`src/rtl/hid_report_to_ps2_make_codes_defines.svh`:
```
// Assertion helpers shared by the RTL.
// Every check is sampled on the rising edge of clk and is off while rst_n is low.
`ifndef HID_REPORT_TO_PS2_MAKE_CODES_DEFINES_SVH
`define HID_REPORT_TO_PS2_MAKE_CODES_DEFINES_SVH

// The consequent must hold in the same cycle as the antecedent.
`define HRPS2_ASSERT_SAME(label, ante, cons, msg) \
  label: assert property (@(posedge clk) disable iff (!rst_n) (ante) |-> (cons)) \
    else $error(msg);

// The consequent must hold in the cycle after the antecedent.
`define HRPS2_ASSERT_NEXT(label, ante, cons, msg) \
  label: assert property (@(posedge clk) disable iff (!rst_n) (ante) |=> (cons)) \
    else $error(msg);

`endif

```
`src/rtl/hrps2_pkg.sv`:
```
`timescale 1ns / 1ps

package hrps2_pkg;

  localparam int MAX_SLOTS = 6;
  localparam int SLOT_W    = $clog2(MAX_SLOTS);

  localparam logic [7:0] SHIFT_MASK   = 8'h22;  // left shift (bit 1) and right shift (bit 5)
  localparam logic [7:0] SHIFT_MAKE   = 8'h12;
  localparam logic [7:0] BREAK_PREFIX = 8'hF0;

  // queue depths, both powers of two
  localparam int CMD_DEPTH = 2;
  localparam int OUT_DEPTH = 4;

  typedef enum logic {
    CMD_REPORT   = 1'b0,
    CMD_TABLE_WR = 1'b1
  } cmd_kind_t;

  typedef enum logic [1:0] {
    SH_NONE  = 2'd0,
    SH_MAKE  = 2'd1,
    SH_BREAK = 2'd2
  } shift_ev_t;

  typedef logic [7:0] byte_t;

  // classified request, front to back
  typedef struct packed {
    cmd_kind_t                   kind;
    shift_ev_t                   shift_ev;
    logic [MAX_SLOTS-1:0]        new_mask;
    logic [MAX_SLOTS-1:0][7:0]   keys;
    byte_t                       tbl_index;
    byte_t                       tbl_code;
  } cmd_t;

  typedef struct packed {
    byte_t scan_byte;
    logic  last;
  } out_item_t;

endpackage

```
`src/rtl/hrps2_fifo.sv`:
```
`timescale 1ns / 1ps

module hrps2_fifo #(
  parameter int WIDTH = 9,
  parameter int DEPTH = 4
) (
  input  logic             clk,
  input  logic             rst_n,
  input  logic             wr_en,
  input  logic [WIDTH-1:0] wr_data,
  output logic             full,
  input  logic             rd_en,
  output logic [WIDTH-1:0] rd_data,
  output logic             empty
);

  localparam int PTR_W = $clog2(DEPTH);
  localparam int CNT_W = $clog2(DEPTH + 1);

  logic [WIDTH-1:0] mem_r [DEPTH];
  logic [PTR_W-1:0] wr_ptr_r;
  logic [PTR_W-1:0] rd_ptr_r;
  logic [CNT_W-1:0] cnt_r;
  logic             do_wr;
  logic             do_rd;

  assign full    = (cnt_r == CNT_W'(DEPTH));
  assign empty   = (cnt_r == '0);
  assign do_wr   = wr_en && !full;
  assign do_rd   = rd_en && !empty;
  assign rd_data = mem_r[rd_ptr_r];

  always_ff @(posedge clk) begin
    if (do_wr) begin
      mem_r[wr_ptr_r] <= wr_data;
    end
  end

  always_ff @(posedge clk) begin
    if (!rst_n) begin
      wr_ptr_r <= '0;
      rd_ptr_r <= '0;
      cnt_r    <= '0;
    end else begin
      if (do_wr) begin
        wr_ptr_r <= wr_ptr_r + PTR_W'(1);
      end
      if (do_rd) begin
        rd_ptr_r <= rd_ptr_r + PTR_W'(1);
      end
      case ({do_wr, do_rd})
        2'b10:   cnt_r <= cnt_r + CNT_W'(1);
        2'b01:   cnt_r <= cnt_r - CNT_W'(1);
        default: cnt_r <= cnt_r;
      endcase
    end
  end

endmodule

```
`src/rtl/hrps2_front.sv`:
```
`timescale 1ns / 1ps

module hrps2_front #(
  parameter int KEY_SLOTS = 6
) (
  input  logic                                      clk,
  input  logic                                      rst_n,
  input  logic                                      accept_i,
  input  logic                                      action_i,
  input  logic [7:0]                                modifier_i,
  input  logic [hrps2_pkg::MAX_SLOTS-1:0][7:0]      keys_i,
  input  logic [7:0]                                table_index_i,
  input  logic [7:0]                                table_code_i,
  output hrps2_pkg::cmd_t                           cmd_o
);

  logic [7:0] prev_keys_r [hrps2_pkg::MAX_SLOTS];
  logic       prev_shift_r;
  logic       shift;
  logic [hrps2_pkg::MAX_SLOTS-1:0] new_mask;

  assign shift = |(modifier_i & hrps2_pkg::SHIFT_MASK);

  // a key is new when nonzero and absent from the previous report's active slots
  always_comb begin
    logic seen;
    new_mask = '0;
    for (int i = 0; i < hrps2_pkg::MAX_SLOTS; i++) begin
      seen = 1'b0;
      for (int j = 0; j < hrps2_pkg::MAX_SLOTS; j++) begin
        if (j < KEY_SLOTS && prev_keys_r[j] == keys_i[i]) begin
          seen = 1'b1;
        end
      end
      new_mask[i] = (i < KEY_SLOTS) && (keys_i[i] != 8'h00) && !seen;
    end
  end

  always_comb begin
    cmd_o.kind      = action_i ? hrps2_pkg::CMD_TABLE_WR : hrps2_pkg::CMD_REPORT;
    cmd_o.shift_ev  = hrps2_pkg::SH_NONE;
    if (shift && !prev_shift_r) begin
      cmd_o.shift_ev = hrps2_pkg::SH_MAKE;
    end else if (!shift && prev_shift_r) begin
      cmd_o.shift_ev = hrps2_pkg::SH_BREAK;
    end
    cmd_o.new_mask  = new_mask;
    cmd_o.keys      = keys_i;
    cmd_o.tbl_index = table_index_i;
    cmd_o.tbl_code  = table_code_i;
  end

  // history only moves on keyboard reports
  always_ff @(posedge clk) begin
    if (!rst_n) begin
      prev_shift_r <= 1'b0;
      for (int i = 0; i < hrps2_pkg::MAX_SLOTS; i++) begin
        prev_keys_r[i] <= 8'h00;
      end
    end else if (accept_i && !action_i) begin
      prev_shift_r <= shift;
      for (int i = 0; i < hrps2_pkg::MAX_SLOTS; i++) begin
        prev_keys_r[i] <= keys_i[i];
      end
    end
  end

endmodule

```
`src/rtl/hrps2_back.sv`:
```
`timescale 1ns / 1ps

module hrps2_back (
  input  logic                   clk,
  input  logic                   rst_n,
  input  hrps2_pkg::cmd_t        cmd_i,
  input  logic                   cmd_empty_i,
  output logic                   cmd_pop_o,
  input  logic                   out_pop_i,
  output logic                   out_push_o,
  output hrps2_pkg::out_item_t   out_item_o
);

  localparam int OUT_CNT_W = $clog2(hrps2_pkg::OUT_DEPTH + 1);

  // request being worked off
  logic                              cur_valid_r;
  hrps2_pkg::cmd_kind_t              cur_kind_r;
  hrps2_pkg::shift_ev_t              cur_shift_r;
  hrps2_pkg::shift_ev_t              cur_shift_nxt;
  logic [hrps2_pkg::MAX_SLOTS-1:0]   cur_mask_r;
  logic [hrps2_pkg::MAX_SLOTS-1:0]   cur_mask_nxt;
  logic [hrps2_pkg::MAX_SLOTS-1:0][7:0] cur_keys_r;
  hrps2_pkg::byte_t                  cur_idx_r;
  hrps2_pkg::byte_t                  cur_code_r;

  // translation table
  hrps2_pkg::byte_t                  tbl_mem [256];
  hrps2_pkg::byte_t                  tbl_q_r;
  logic                              tbl_we;
  hrps2_pkg::byte_t                  rd_addr;

  // issue stage, registered in front of the output queue
  logic                              iss_valid_r;
  logic                              iss_tbl_r;
  hrps2_pkg::byte_t                  iss_lit_r;
  logic                              iss_last_r;

  logic [OUT_CNT_W-1:0]              outstanding_r;
  logic                              credit;

  logic                              emit;
  logic                              emit_tbl;
  hrps2_pkg::byte_t                  emit_lit;
  logic                              emit_last;
  logic                              done;
  logic                              load;
  logic [hrps2_pkg::SLOT_W-1:0]      sel;
  logic [hrps2_pkg::MAX_SLOTS-1:0]   mask_rest;

  assign credit    = (outstanding_r < OUT_CNT_W'(hrps2_pkg::OUT_DEPTH));
  assign mask_rest = cur_mask_r & (cur_mask_r - hrps2_pkg::MAX_SLOTS'(1));
  assign rd_addr   = cur_keys_r[sel];

  // lowest pending slot goes first
  always_comb begin
    sel = '0;
    for (int i = hrps2_pkg::MAX_SLOTS - 1; i >= 0; i--) begin
      if (cur_mask_r[i]) begin
        sel = hrps2_pkg::SLOT_W'(i);
      end
    end
  end

  always_comb begin
    emit          = 1'b0;
    emit_tbl      = 1'b0;
    emit_lit      = hrps2_pkg::SHIFT_MAKE;
    emit_last     = 1'b0;
    done          = 1'b0;
    tbl_we        = 1'b0;
    cur_shift_nxt = cur_shift_r;
    cur_mask_nxt  = cur_mask_r;
    if (cur_valid_r) begin
      if (cur_kind_r == hrps2_pkg::CMD_TABLE_WR) begin
        tbl_we = 1'b1;
        done   = 1'b1;
      end else begin
        unique case (cur_shift_r)
          hrps2_pkg::SH_BREAK: begin
            if (credit) begin
              emit          = 1'b1;
              emit_lit      = hrps2_pkg::BREAK_PREFIX;
              cur_shift_nxt = hrps2_pkg::SH_MAKE;
            end
          end
          hrps2_pkg::SH_MAKE: begin
            if (credit) begin
              emit          = 1'b1;
              emit_lit      = hrps2_pkg::SHIFT_MAKE;
              emit_last     = (cur_mask_r == '0);
              done          = (cur_mask_r == '0);
              cur_shift_nxt = hrps2_pkg::SH_NONE;
            end
          end
          default: begin
            // no shift byte pending: new keys
            if (cur_mask_r == '0) begin
              done = 1'b1;
            end else if (credit) begin
              emit         = 1'b1;
              emit_tbl     = 1'b1;
              emit_last    = (mask_rest == '0);
              done         = (mask_rest == '0);
              cur_mask_nxt = mask_rest;
            end
          end
        endcase
      end
    end
  end

  assign load      = !cur_valid_r || done;
  assign cmd_pop_o = load && !cmd_empty_i;

  always_ff @(posedge clk) begin
    if (!rst_n) begin
      cur_valid_r <= 1'b0;
      cur_shift_r <= hrps2_pkg::SH_NONE;
      cur_mask_r  <= '0;
    end else if (load) begin
      cur_valid_r <= !cmd_empty_i;
      cur_shift_r <= cmd_i.shift_ev;
      cur_mask_r  <= cmd_i.new_mask;
    end else begin
      cur_shift_r <= cur_shift_nxt;
      cur_mask_r  <= cur_mask_nxt;
    end
  end

  always_ff @(posedge clk) begin
    if (load) begin
      cur_kind_r <= cmd_i.kind;
      cur_keys_r <= cmd_i.keys;
      cur_idx_r  <= cmd_i.tbl_index;
      cur_code_r <= cmd_i.tbl_code;
    end
  end

  always_ff @(posedge clk) begin
    if (tbl_we) begin
      tbl_mem[cur_idx_r] <= cur_code_r;
    end
    tbl_q_r <= tbl_mem[rd_addr];
  end

  always_ff @(posedge clk) begin
    if (!rst_n) begin
      iss_valid_r <= 1'b0;
    end else begin
      iss_valid_r <= emit;
    end
  end

  always_ff @(posedge clk) begin
    iss_tbl_r  <= emit_tbl;
    iss_lit_r  <= emit_lit;
    iss_last_r <= emit_last;
  end

  // bytes in flight or queued; issue stops when the output queue could overflow
  always_ff @(posedge clk) begin
    if (!rst_n) begin
      outstanding_r <= '0;
    end else begin
      case ({emit, out_pop_i})
        2'b10:   outstanding_r <= outstanding_r + OUT_CNT_W'(1);
        2'b01:   outstanding_r <= outstanding_r - OUT_CNT_W'(1);
        default: outstanding_r <= outstanding_r;
      endcase
    end
  end

  assign out_push_o           = iss_valid_r;
  assign out_item_o.scan_byte = iss_tbl_r ? tbl_q_r : iss_lit_r;
  assign out_item_o.last      = iss_last_r;

endmodule

```
`src/rtl/hid_report_to_ps2_make_codes.sv`:
```
`timescale 1ns / 1ps
// USB boot-keyboard report to PS/2 set-2 make-code translator. Push a request
// with in_action = 0 to deliver a keyboard report or in_action = 1 to write one
// entry of the 256-entry translation table (in_table_index, in_table_code);
// table writes produce no output and must precede any report that looks up
// that entry, since unwritten entries read back as garbage. For each report
// the block emits 0x12 when shift goes down, 0xF0 0x12 when it comes up, then
// the table byte of every new nonzero key in slot order; out_last marks the
// final byte of a report, and a report that yields no bytes yields nothing.
// Throughput: the back end sends one byte per cycle while the output queue has
// room, and a report yields at most 8 bytes; the single table read port sets
// that pace. The front end takes a request every cycle while the 2-deep request
// queue has room. With the back end idle, the first byte of a report passes
// through the request queue, the back end's current-request register, the
// issue stage and the output queue before it can be popped.

`include "hid_report_to_ps2_make_codes_defines.svh"

module hid_report_to_ps2_make_codes #(
  parameter int KEY_SLOTS = 6
) (
  input  logic       clk,
  input  logic       rst_n,
  // request side
  input  logic       in_push,
  output logic       in_full,
  input  logic       in_action,
  input  logic [7:0] in_modifier,
  input  logic [7:0] in_key0,
  input  logic [7:0] in_key1,
  input  logic [7:0] in_key2,
  input  logic [7:0] in_key3,
  input  logic [7:0] in_key4,
  input  logic [7:0] in_key5,
  input  logic [7:0] in_table_index,
  input  logic [7:0] in_table_code,
  // result side
  output logic       out_empty,
  input  logic       out_pop,
  output logic [7:0] out_scan_byte,
  output logic       out_last
);

  localparam int CMD_W = $bits(hrps2_pkg::cmd_t);
  localparam int OUT_W = $bits(hrps2_pkg::out_item_t);

  logic                                  in_accept;
  logic [hrps2_pkg::MAX_SLOTS-1:0][7:0]  keys;
  hrps2_pkg::cmd_t                       cmd_new;
  hrps2_pkg::cmd_t                       cmd_head;
  logic [CMD_W-1:0]                      cmd_rd_bits;
  logic                                  cmd_empty;
  logic                                  cmd_pop;
  logic                                  out_push;
  logic                                  out_full;
  logic                                  out_accept;
  hrps2_pkg::out_item_t                  out_item;
  hrps2_pkg::out_item_t                  out_head;
  logic [OUT_W-1:0]                      out_rd_bits;

  assign in_accept  = in_push && !in_full;
  assign out_accept = out_pop && !out_empty;
  assign keys       = {in_key5, in_key4, in_key3, in_key2, in_key1, in_key0};

  // front end: compares against the last report and classifies the request
  hrps2_front #(
    .KEY_SLOTS (KEY_SLOTS)
  ) u_front (
    .clk           (clk),
    .rst_n         (rst_n),
    .accept_i      (in_accept),
    .action_i      (in_action),
    .modifier_i    (in_modifier),
    .keys_i        (keys),
    .table_index_i (in_table_index),
    .table_code_i  (in_table_code),
    .cmd_o         (cmd_new)
  );

  // request queue decoupling front and back
  hrps2_fifo #(
    .WIDTH (CMD_W),
    .DEPTH (hrps2_pkg::CMD_DEPTH)
  ) u_cmd_q (
    .clk     (clk),
    .rst_n   (rst_n),
    .wr_en   (in_push),
    .wr_data (cmd_new),
    .full    (in_full),
    .rd_en   (cmd_pop),
    .rd_data (cmd_rd_bits),
    .empty   (cmd_empty)
  );

  assign cmd_head = hrps2_pkg::cmd_t'(cmd_rd_bits);

  // back end: owns the translation table and sequences the output bytes
  hrps2_back u_back (
    .clk         (clk),
    .rst_n       (rst_n),
    .cmd_i       (cmd_head),
    .cmd_empty_i (cmd_empty),
    .cmd_pop_o   (cmd_pop),
    .out_pop_i   (out_accept),
    .out_push_o  (out_push),
    .out_item_o  (out_item)
  );

  // output queue; the back end only issues against free space here
  hrps2_fifo #(
    .WIDTH (OUT_W),
    .DEPTH (hrps2_pkg::OUT_DEPTH)
  ) u_out_q (
    .clk     (clk),
    .rst_n   (rst_n),
    .wr_en   (out_push),
    .wr_data (out_item),
    .full    (out_full),
    .rd_en   (out_pop),
    .rd_data (out_rd_bits),
    .empty   (out_empty)
  );

  assign out_head      = hrps2_pkg::out_item_t'(out_rd_bits);
  assign out_scan_byte = out_head.scan_byte;
  assign out_last      = out_head.last;

  // credit accounting must keep the output queue from overflowing
  `HRPS2_ASSERT_SAME(a_out_no_overflow, out_push, !out_full, "output queue overflow")
  // a request accepted while the request queue is empty lands in that queue
  `HRPS2_ASSERT_NEXT(a_cmd_lands, in_accept && cmd_empty, !cmd_empty, "request lost")
  // nothing appears at the output unless the back end pushed it
  `HRPS2_ASSERT_NEXT(a_no_phantom, out_empty && !out_push, out_empty, "phantom output byte")

endmodule
```
`config.mk`:
```
export PLATFORM = sky130hd
export DESIGN_NAME = hid_report_to_ps2_make_codes
export DESIGN_NICKNAME = d
export VERILOG_FILES = /design/src/rtl/hrps2_pkg.sv /design/src/rtl/hrps2_fifo.sv /design/src/rtl/hrps2_front.sv /design/src/rtl/hrps2_back.sv /design/src/rtl/hid_report_to_ps2_make_codes.sv
export VERILOG_INCLUDE_DIRS = /design/src /design/src/rtl
export SDC_FILE = /design/constraint.sdc
export NUM_CORES = 2
export LEC_CHECK = 0
export ABC_AREA = 0
export BUFFER_PORTS_ARGS = -buffer_cell sky130_fd_sc_hd__buf_2
export CORE_MARGIN = 2
export CORE_UTILIZATION = 50
export CTS_BUF_LIST = sky130_fd_sc_hd__clkbuf_16
export CTS_CLUSTER_DIAMETER = 150
export DETAILED_ROUTE_END_ITERATION = 16
export GPL_TIMING_DRIVEN = 1
export PLACE_DENSITY = 0.61
export SETUP_SLACK_MARGIN = 0.02
export SLEW_MARGIN = 20
export SYNTH_ARGS = -nofsm -noshare
export SYNTH_HDL_FRONTEND = slang
export SYNTH_SLANG_ARGS = --single-unit
export TNS_END_PERCENT = 10
```
`constraint.sdc`:
```
create_clock -name clk -period 5.83 [get_ports clk]
set_input_delay 0.2915 -clock clk [delete_from_list [all_inputs] [get_ports clk]]
set_output_delay 0.2915 -clock clk [all_outputs]
set_load 0.01 [all_outputs]
```
; Word level (Yosys, flattened, before mapping)
; Memories as Yosys holds them, arrays and structs flattened. A register that Yosys moved wholly into a read port is not among the register bits.
; Index checks and enable logic that the tools add are counted.
; Widths: inputs -> output; s select.
[word_totals]
regBits = 100
ram_bits = 2278
elab_cells = 252
memories = 4
[classes]
addsub = 11
n_lt_le_gt_ge = 2
n_eq_ne = 51
mux = 99
n_bitwise = 9
reduce_logical = 52
[memory_table]
columns = name, words, width, rd, rd_clocked_by_memory_dff, write_ports, line_no
row1 = u_back.tbl_mem, 256, 8, 1, 1, 1, hrps2_back.sv:28  ; hrps2_pkg::byte_t tbl_mem [256];
row2 = u_cmd_q.mem_r, 2, 73, 1, 1, 1, hrps2_fifo.sv:20  ; logic [WIDTH-1:0] mem_r [DEPTH];
row3 = u_front.prev_keys_r, 6, 8, 6, 0, 6, hrps2_front.sv:17  ; logic [7:0] prev_keys_r [hrps2_pkg::MAX_SLOTS];
row4 = u_out_q.mem_r, 4, 9, 1, 1, 1, hrps2_fifo.sv:20
[ops]
columns = operator, count
row1 = $eq 8x8->1, 36
row2 = $mux 8, 9
row3 = $mux 1, 62
row4 = $reduce_bool 8->1, 6
row5 = $mux 6, 6
row6 = $bmux 8 s3, 1
row7 = $mux 2, 9
row8 = $mux 3, 6
row9 = $logic_and 1x1->1, 14
row10 = $logic_not 1->1, 14
row11 = $logic_not 6->1, 2
row12 = $pmux 3 s2, 2
row13 = $eq 2x2->1 const B, 5
row14 = $reduce_and 5->1, 2
row15 = $reduce_bool 2->1, 5
row16 = $eq 2x1->1 const B, 4
row17 = $pmux 2 s2, 2
row18 = $add 2x1->2 const B, 3
row19 = $add 3x1->3 const B, 2
row20 = $and 6x6->6, 1
row21 = $ne 3x1->1 const B, 2
row22 = $or 1x1->1, 6
row23 = $reduce_or 2->1, 3
row24 = $sub 3x1->3 const B, 2
row25 = other kinds (16), 20

; Longest topological paths before layout
[logic_depth]
word_depth = 13
ltp_mapped = 19
mapped_depth_nobuf = 11

; Cells and area by module
; Synthesis repeated with hierarchy kept, for this count alone.
[unflattened]
cells_unflattened = 7644
hier_area_um2 = 100091.0
[by_module_without_submodules]
columns = module, n_inst, cells_each, area_per_inst_um2, seq_area_each_um2
row1 = hrps2_back, 1, 6602, 86370.3, 63951.3
row2 = hrps2_front, 1, 686, 6423.7, 1461.4
row3 = hrps2_fifo at u_cmd_q, 1, 253, 5482.8, 4484.3
row4 = hrps2_fifo at u_out_q, 1, 101, 1786.7, 1261.2
row5 = hid_report_to_ps2_make_codes, 1, 2, 27.5, 0.0

; Least setup slack after synthesis
; OpenSTA, ideal clock, no wires.
[synth_timing]
path_type = reg2reg
from = register u_cmd_q.cnt_r[0]
to = memory u_front.prev_keys_r[0][0] (enable)
t_arrival_ps = 4124
required_time_ps = 5308
path_slack_ps = 1185
path_stages_with_launch = 4
path_buffers = 1
synth_period_minus_slack_ps = 4645
path_cell_list = dfxtp_1 clkbuf_1 o21ai_1 o21ai_0
[synth_rtl]
columns = element, line_no
row1 = start: declaration, hrps2_fifo.sv:23  ; logic [CNT_W-1:0] cnt_r;
row2 = start signal: assignment, hrps2_fifo.sv:52  ; 2'b10: cnt_r <= cnt_r + CNT_W'(1);
row3 = start signal: assignment, hrps2_fifo.sv:53  ; 2'b01: cnt_r <= cnt_r - CNT_W'(1);
row4 = start signal: assignment, hrps2_fifo.sv:54  ; default: cnt_r <= cnt_r;
row5 = end: declaration, hrps2_front.sv:17

; Worst setup path after layout
[layout_timing]
from = register u_back.cur_mask_r[2] (netlist name)
to = register u_back.tbl_q_r[6], read port of u_back.tbl_mem
[layout_between]
elab_chain_cells = 5
[layout_lines]
columns = element, line_no
row1 = start: declaration, hrps2_back.sv:21  ; logic [hrps2_pkg::MAX_SLOTS-1:0] cur_mask_r;
row2 = start signal: assignment, hrps2_back.sv:124  ; cur_mask_r <= cmd_i.new_mask;
row3 = start signal: assignment, hrps2_back.sv:127  ; cur_mask_r <= cur_mask_nxt;
row4 = $mux 3 (3 in a row), hrps2_back.sv:59  ; if (cur_mask_r[i]) begin
row5 = $bmux 8 s3, hrps2_back.sv:53  ; assign rd_addr = cur_keys_r[sel];
row6 = $mux 8 (not written as such), hrps2_back.sv:53
row7 = end: declaration, hrps2_back.sv:29  ; hrps2_pkg::byte_t tbl_q_r;
; Every way passes these cells. The select of a mux whose other input is x is not followed.
; A chain may end at the register's enable or synchronous reset.

==> summary.md <==
| Metric | Value |
|---|---|
| Status | `completed` |
| Synth Register Bits | `2383` |
| Final setup violation count | `0` |
| Worst slew margin | `0.127` |
| Wire length per cell | `29.2 um` |
| CP Capture Type | `flop` |
| P_sw | `25.0 mW` |
| Share of cells above drive strength 1 | `0.101` |
| # DRC | `0` |
| Library cells used by synthesis | `79` |
| Clock latency on the worst-skew pair | `0.91 ns` |
| Starting density of the core | `0.504` |
| GRT Resource Usage Total | `0.303` |
| Cells after Synth | `7514` |
| # fillers | `15779` |
| FF-to-FF path depth | `12` |
| Pint | `35.3 mW` |
| HPWL after DPL | `190000 um` |
| Placer Congestion | `0.934` |
| CP max FO | `17` |
| Vias per cell | `6.19` |
| WS Path Type | `reg -> reg` |
| Post-route cell area | `0.110 mm^2` |
| CTS Buf Count | `234` |
| Core ar. | `0.195 mm^2` |
| Period utilization | `0.938` |
| Clock power share | `0.240` |
| Drt pass-1 iters | `6` |
| Multi-input gate area | `0.0247 mm^2` |
| Vias | `64700` |
| Setup TNS | `0 ns` |
| Hold Path Class | `in -> reg` |
| Worst EP arrival | `6.29 ns` |
| Final Hold Viols | `0` |
| Number of synthesized flops with an enable pin | `2343` |
| Worst Hold Launch | `in_table_code[7]` |
| Top FF cell, synth | `edfxtp_1` |
| RSZ-0062 raised after global routing | `no` |
| Port bufs | `81` |
| Peak supply drop | `493 uV` |
| Post-layout nets | `7707` |
| Max_cap viols | `0` |
| Vias in the first global route | `60870` |
| Largest net degree at the start of global routing | `198` |
| Post-synth design cell area | `0.0982 mm^2` |
| Die Height | `447 um` |
| Initial antenna violation count | `11` |
| CTS tree | `done` |
| Combinational power share | `0.402` |
| Seq/Total Area, Yosys | `0.725` |
| Syn Nets | `7602` |
| Max H-tree Level | `4` |
| FMAX | `183 MHz` |
| Switch share | `0.414` |
| Min cycle time layout | `5.47 ns` |
| DIE WIDTH | `447 um` |
| Fin. max-slew vios | `0` |
| Hold Slack | `0.131 ns` |
| FF-to-FF End | `u_back.tbl_q_r[6]$_DFF_P_` |
| First-pass GRT wire length | `436000 um` |
| Pwr dens | `548 mW/mm^2` |
| Grt ovf | `0` |
| Starting DRT DRC Count | `9744` |
| TritonCTS Sinks | `2383` |
| Synth warn | `0` |
| Crit path launch type | `flop` |
| Row count | `162` |
| WHS Path Cells | `2` |
| Max clock buf depth | `3` |
| Static Leakage | `36.9 nW` |
| Avg Cell Area, Syn | `13.1 um^2` |
| Ports | `88` |
| Area Growth Syn to Fin | `12.1%` |
| Layout Skew | `0.0513 ns` |
| Worst Hold End | `u_cmd_q.mem_r[0][7]$_DFFE_PP_` |
| Placed instance area | `0.102 mm^2` |
| Worst endpoint required time | `6.65 ns` |
| Clock-pin slew on the worst setup and hold paths | `0.06 ns` |
| Flop2flop setup slack | `0.36 ns` |
| Fraction of registers with async set/reset | `0` |
| RR Startpoint | `u_back.cur_mask_r[2]$_SDFFE_PN0P_` |
| DIE AREA | `0.200 mm^2` |
| DRT Wirelength | `305000 um` |
| Antenna-violating nets left | `0` |
| Slew at the pin closest to its max-slew limit | `1.31 ns` |
| Sequential share of power | `0.358` |
| Register Area | `0.0712 mm^2` |
| CTS Root Buffer Type | `clkbuf_16` |
[worst max-delay path: stages (launching register included)]
cell and delay, ns:
dfxtp_1 0.41, or2_1 0.48, or3_4 0.53, o21a_1 0.25
a21oi_4 0.63, buf_4 0.40, nand3_1 0.60, buf_4 0.42
o211ai_1 0.64, o32ai_1 0.19, buf_4 0.17, a2111oi_0 0.48
o2bb2ai_1 0.17
[power by group through the flow]
| stage | Clock [mW] | Sequential [mW] | Combinational, mW |
|---|---|---|---|
| 2_1_floorplan | 0 | 22.7 | 12.3 |
| 3_3_place_gp | 0 | 21.9 | 23.3 |
| 3_5_place_dp | 0 | 21.9 | 23.6 |
| 4_1_cts | 14.5 | 21.6 | 23.7 |
| 5_1_grt | 15.2 | 21.6 | 25.3 |
| 6_report | 14.5 | 21.6 | 24.3 |
[cell usage after synthesis, types with 10 or more instances]
cell type     n  area share
xor2_1       53      0.0047
o21ai_0      66      0.0034
and3_1       76      0.0048
nand4_1     158       0.010
o2111ai_1    10     0.00089
o22ai_1      24      0.0015
clkbuf_1    237      0.0091
nor2_1      360       0.014
edfxtp_1   2343        0.72
dfxtp_1      40      0.0082
a22oi_1      16      0.0012
mux2_2       72      0.0083
a31oi_1      87      0.0055
xnor2_1     245       0.022
inv_1        22     0.00084
a211oi_1     23      0.0018
and2_1       64      0.0041
buf_1        45      0.0017
nand3_1     731       0.037
buf_2       190      0.0097
nor3_1       38      0.0019
a311oi_1     41      0.0037
nand2_1    1843       0.070
buf_6        15      0.0017
mux2i_1     162       0.017
buf_4        50      0.0038
o211ai_1     16      0.0012
nor4_1       52      0.0033
a21oi_1     200       0.010
a32oi_1      69      0.0062
nor2b_1      12     0.00076
[kinds of logic (layout without fill, tap and decap cells)]
logic type	count (synthesis)	count (layout)	share of synthesized area
buf+inv	561	865	0.0271
mux	243	243	0.0268
compound gates	648	648	0.0441
flops	2383	2383	0.725
fa+ha+maj	12	12	0.00166
xor+xnor	298	298	0.0266
other cells	0	9	0
simple gates	3369	3369	0.149
[routing by layer]
layer  global-route usage  wire length, um  part of all wire
met1                0.435           121000              0.40
met2                0.455           137000              0.45
met3               0.0622            34000              0.11
met4                0.119            12700             0.042
met5                    0               71           0.00023
[area by class of cell]
cell class              instances  share of cell area
clock buffers                 235              0.0534
well taps                    2624              0.0298
diodes                          9            0.000205
multi-input cells            4570               0.224
clock inverters               200              0.0128
inverters                      23            0.000784
flip-flops and latches       2383               0.646
repair buffers                407              0.0325
[placed cells by master, fill, tap and decap left out, types with 158 or more instances in the layout]
| cell type | instances |
|---|---|
| xnor2_1 | 245 |
| nand2_1 | 1843 |
| nor2_1 | 331 |
| nand4_1 | 158 |
| buf_4 | 212 |
| nand3_1 | 731 |
| edfxtp_1 | 2343 |
| clkbuf_16 | 235 |
| mux2i_1 | 162 |
| a21oi_1 | 199 |
[metrics by stage]
step	instances	total power [mW]	setup WS, ns	util
6_report	10451	60.3	0.363	0.565
5_1_grt	10448	62.1	0.378	0.565
4_1_cts	10441	59.8	0.603	0.564
3_5_place_dp	9936	45.5	0.643	0.523
3_3_place_gp	9936	45.2	0.703	0.523
2_1_floorplan	7514	35.0	1.18	-
[how the worst max path moves through the flow]
stage | startpoint | to | slack [ns]
2_1_floorplan | u_cmd_q.cnt_r[0]$_SDFFE_PN0P_ | u_front.prev_keys_r[0][0]$_SDFFCE_PN0P_ | 1.18
3_3_place_gp | u_back.cur_mask_r[2]$_SDFFE_PN0P_ | u_back.tbl_q_r[6]$_DFF_P_ | 0.70
3_5_place_dp | u_back.cur_mask_r[2]$_SDFFE_PN0P_ | u_back.tbl_q_r[5]$_DFF_P_ | 0.64
4_1_cts | u_back.cur_mask_r[2]$_SDFFE_PN0P_ | u_back.tbl_q_r[5]$_DFF_P_ | 0.60
5_1_grt | u_back.cur_mask_r[2]$_SDFFE_PN0P_ | u_back.tbl_q_r[7]$_DFF_P_ | 0.38
6_report | u_back.cur_mask_r[2]$_SDFFE_PN0P_ | u_back.tbl_q_r[6]$_DFF_P_ | 0.36
[registers in the layout, summed over array words and instances, names as in the netlist, 2 cells and up, named ones only]
name,cells
u_back.cur_code_r,8
u_back.tbl_mem,2048
u_front.prev_keys_r,48
u_cmd_q.mem_r,146
u_back.cur_shift_r,2
u_back.outstanding_r,3
u_back.iss_lit_r,2
u_back.cur_mask_r,6
u_out_q.mem_r,36
u_back.cur_keys_r,48
u_back.tbl_q_r,8
u_cmd_q.cnt_r,2
u_out_q.cnt_r,3
u_back.cur_idx_r,8
u_out_q.wr_ptr_r,2
u_out_q.rd_ptr_r,2
[repair_timing]
action | CTS | global route
setup buffers | 0 | 0
resized for setup | 0 | 0
endpoints found under the setup margin | 0 | 0
endpoints found under the hold margin | 194 | 0
hold buffers | 70 | 0
(Power assumes the default switching activity.)
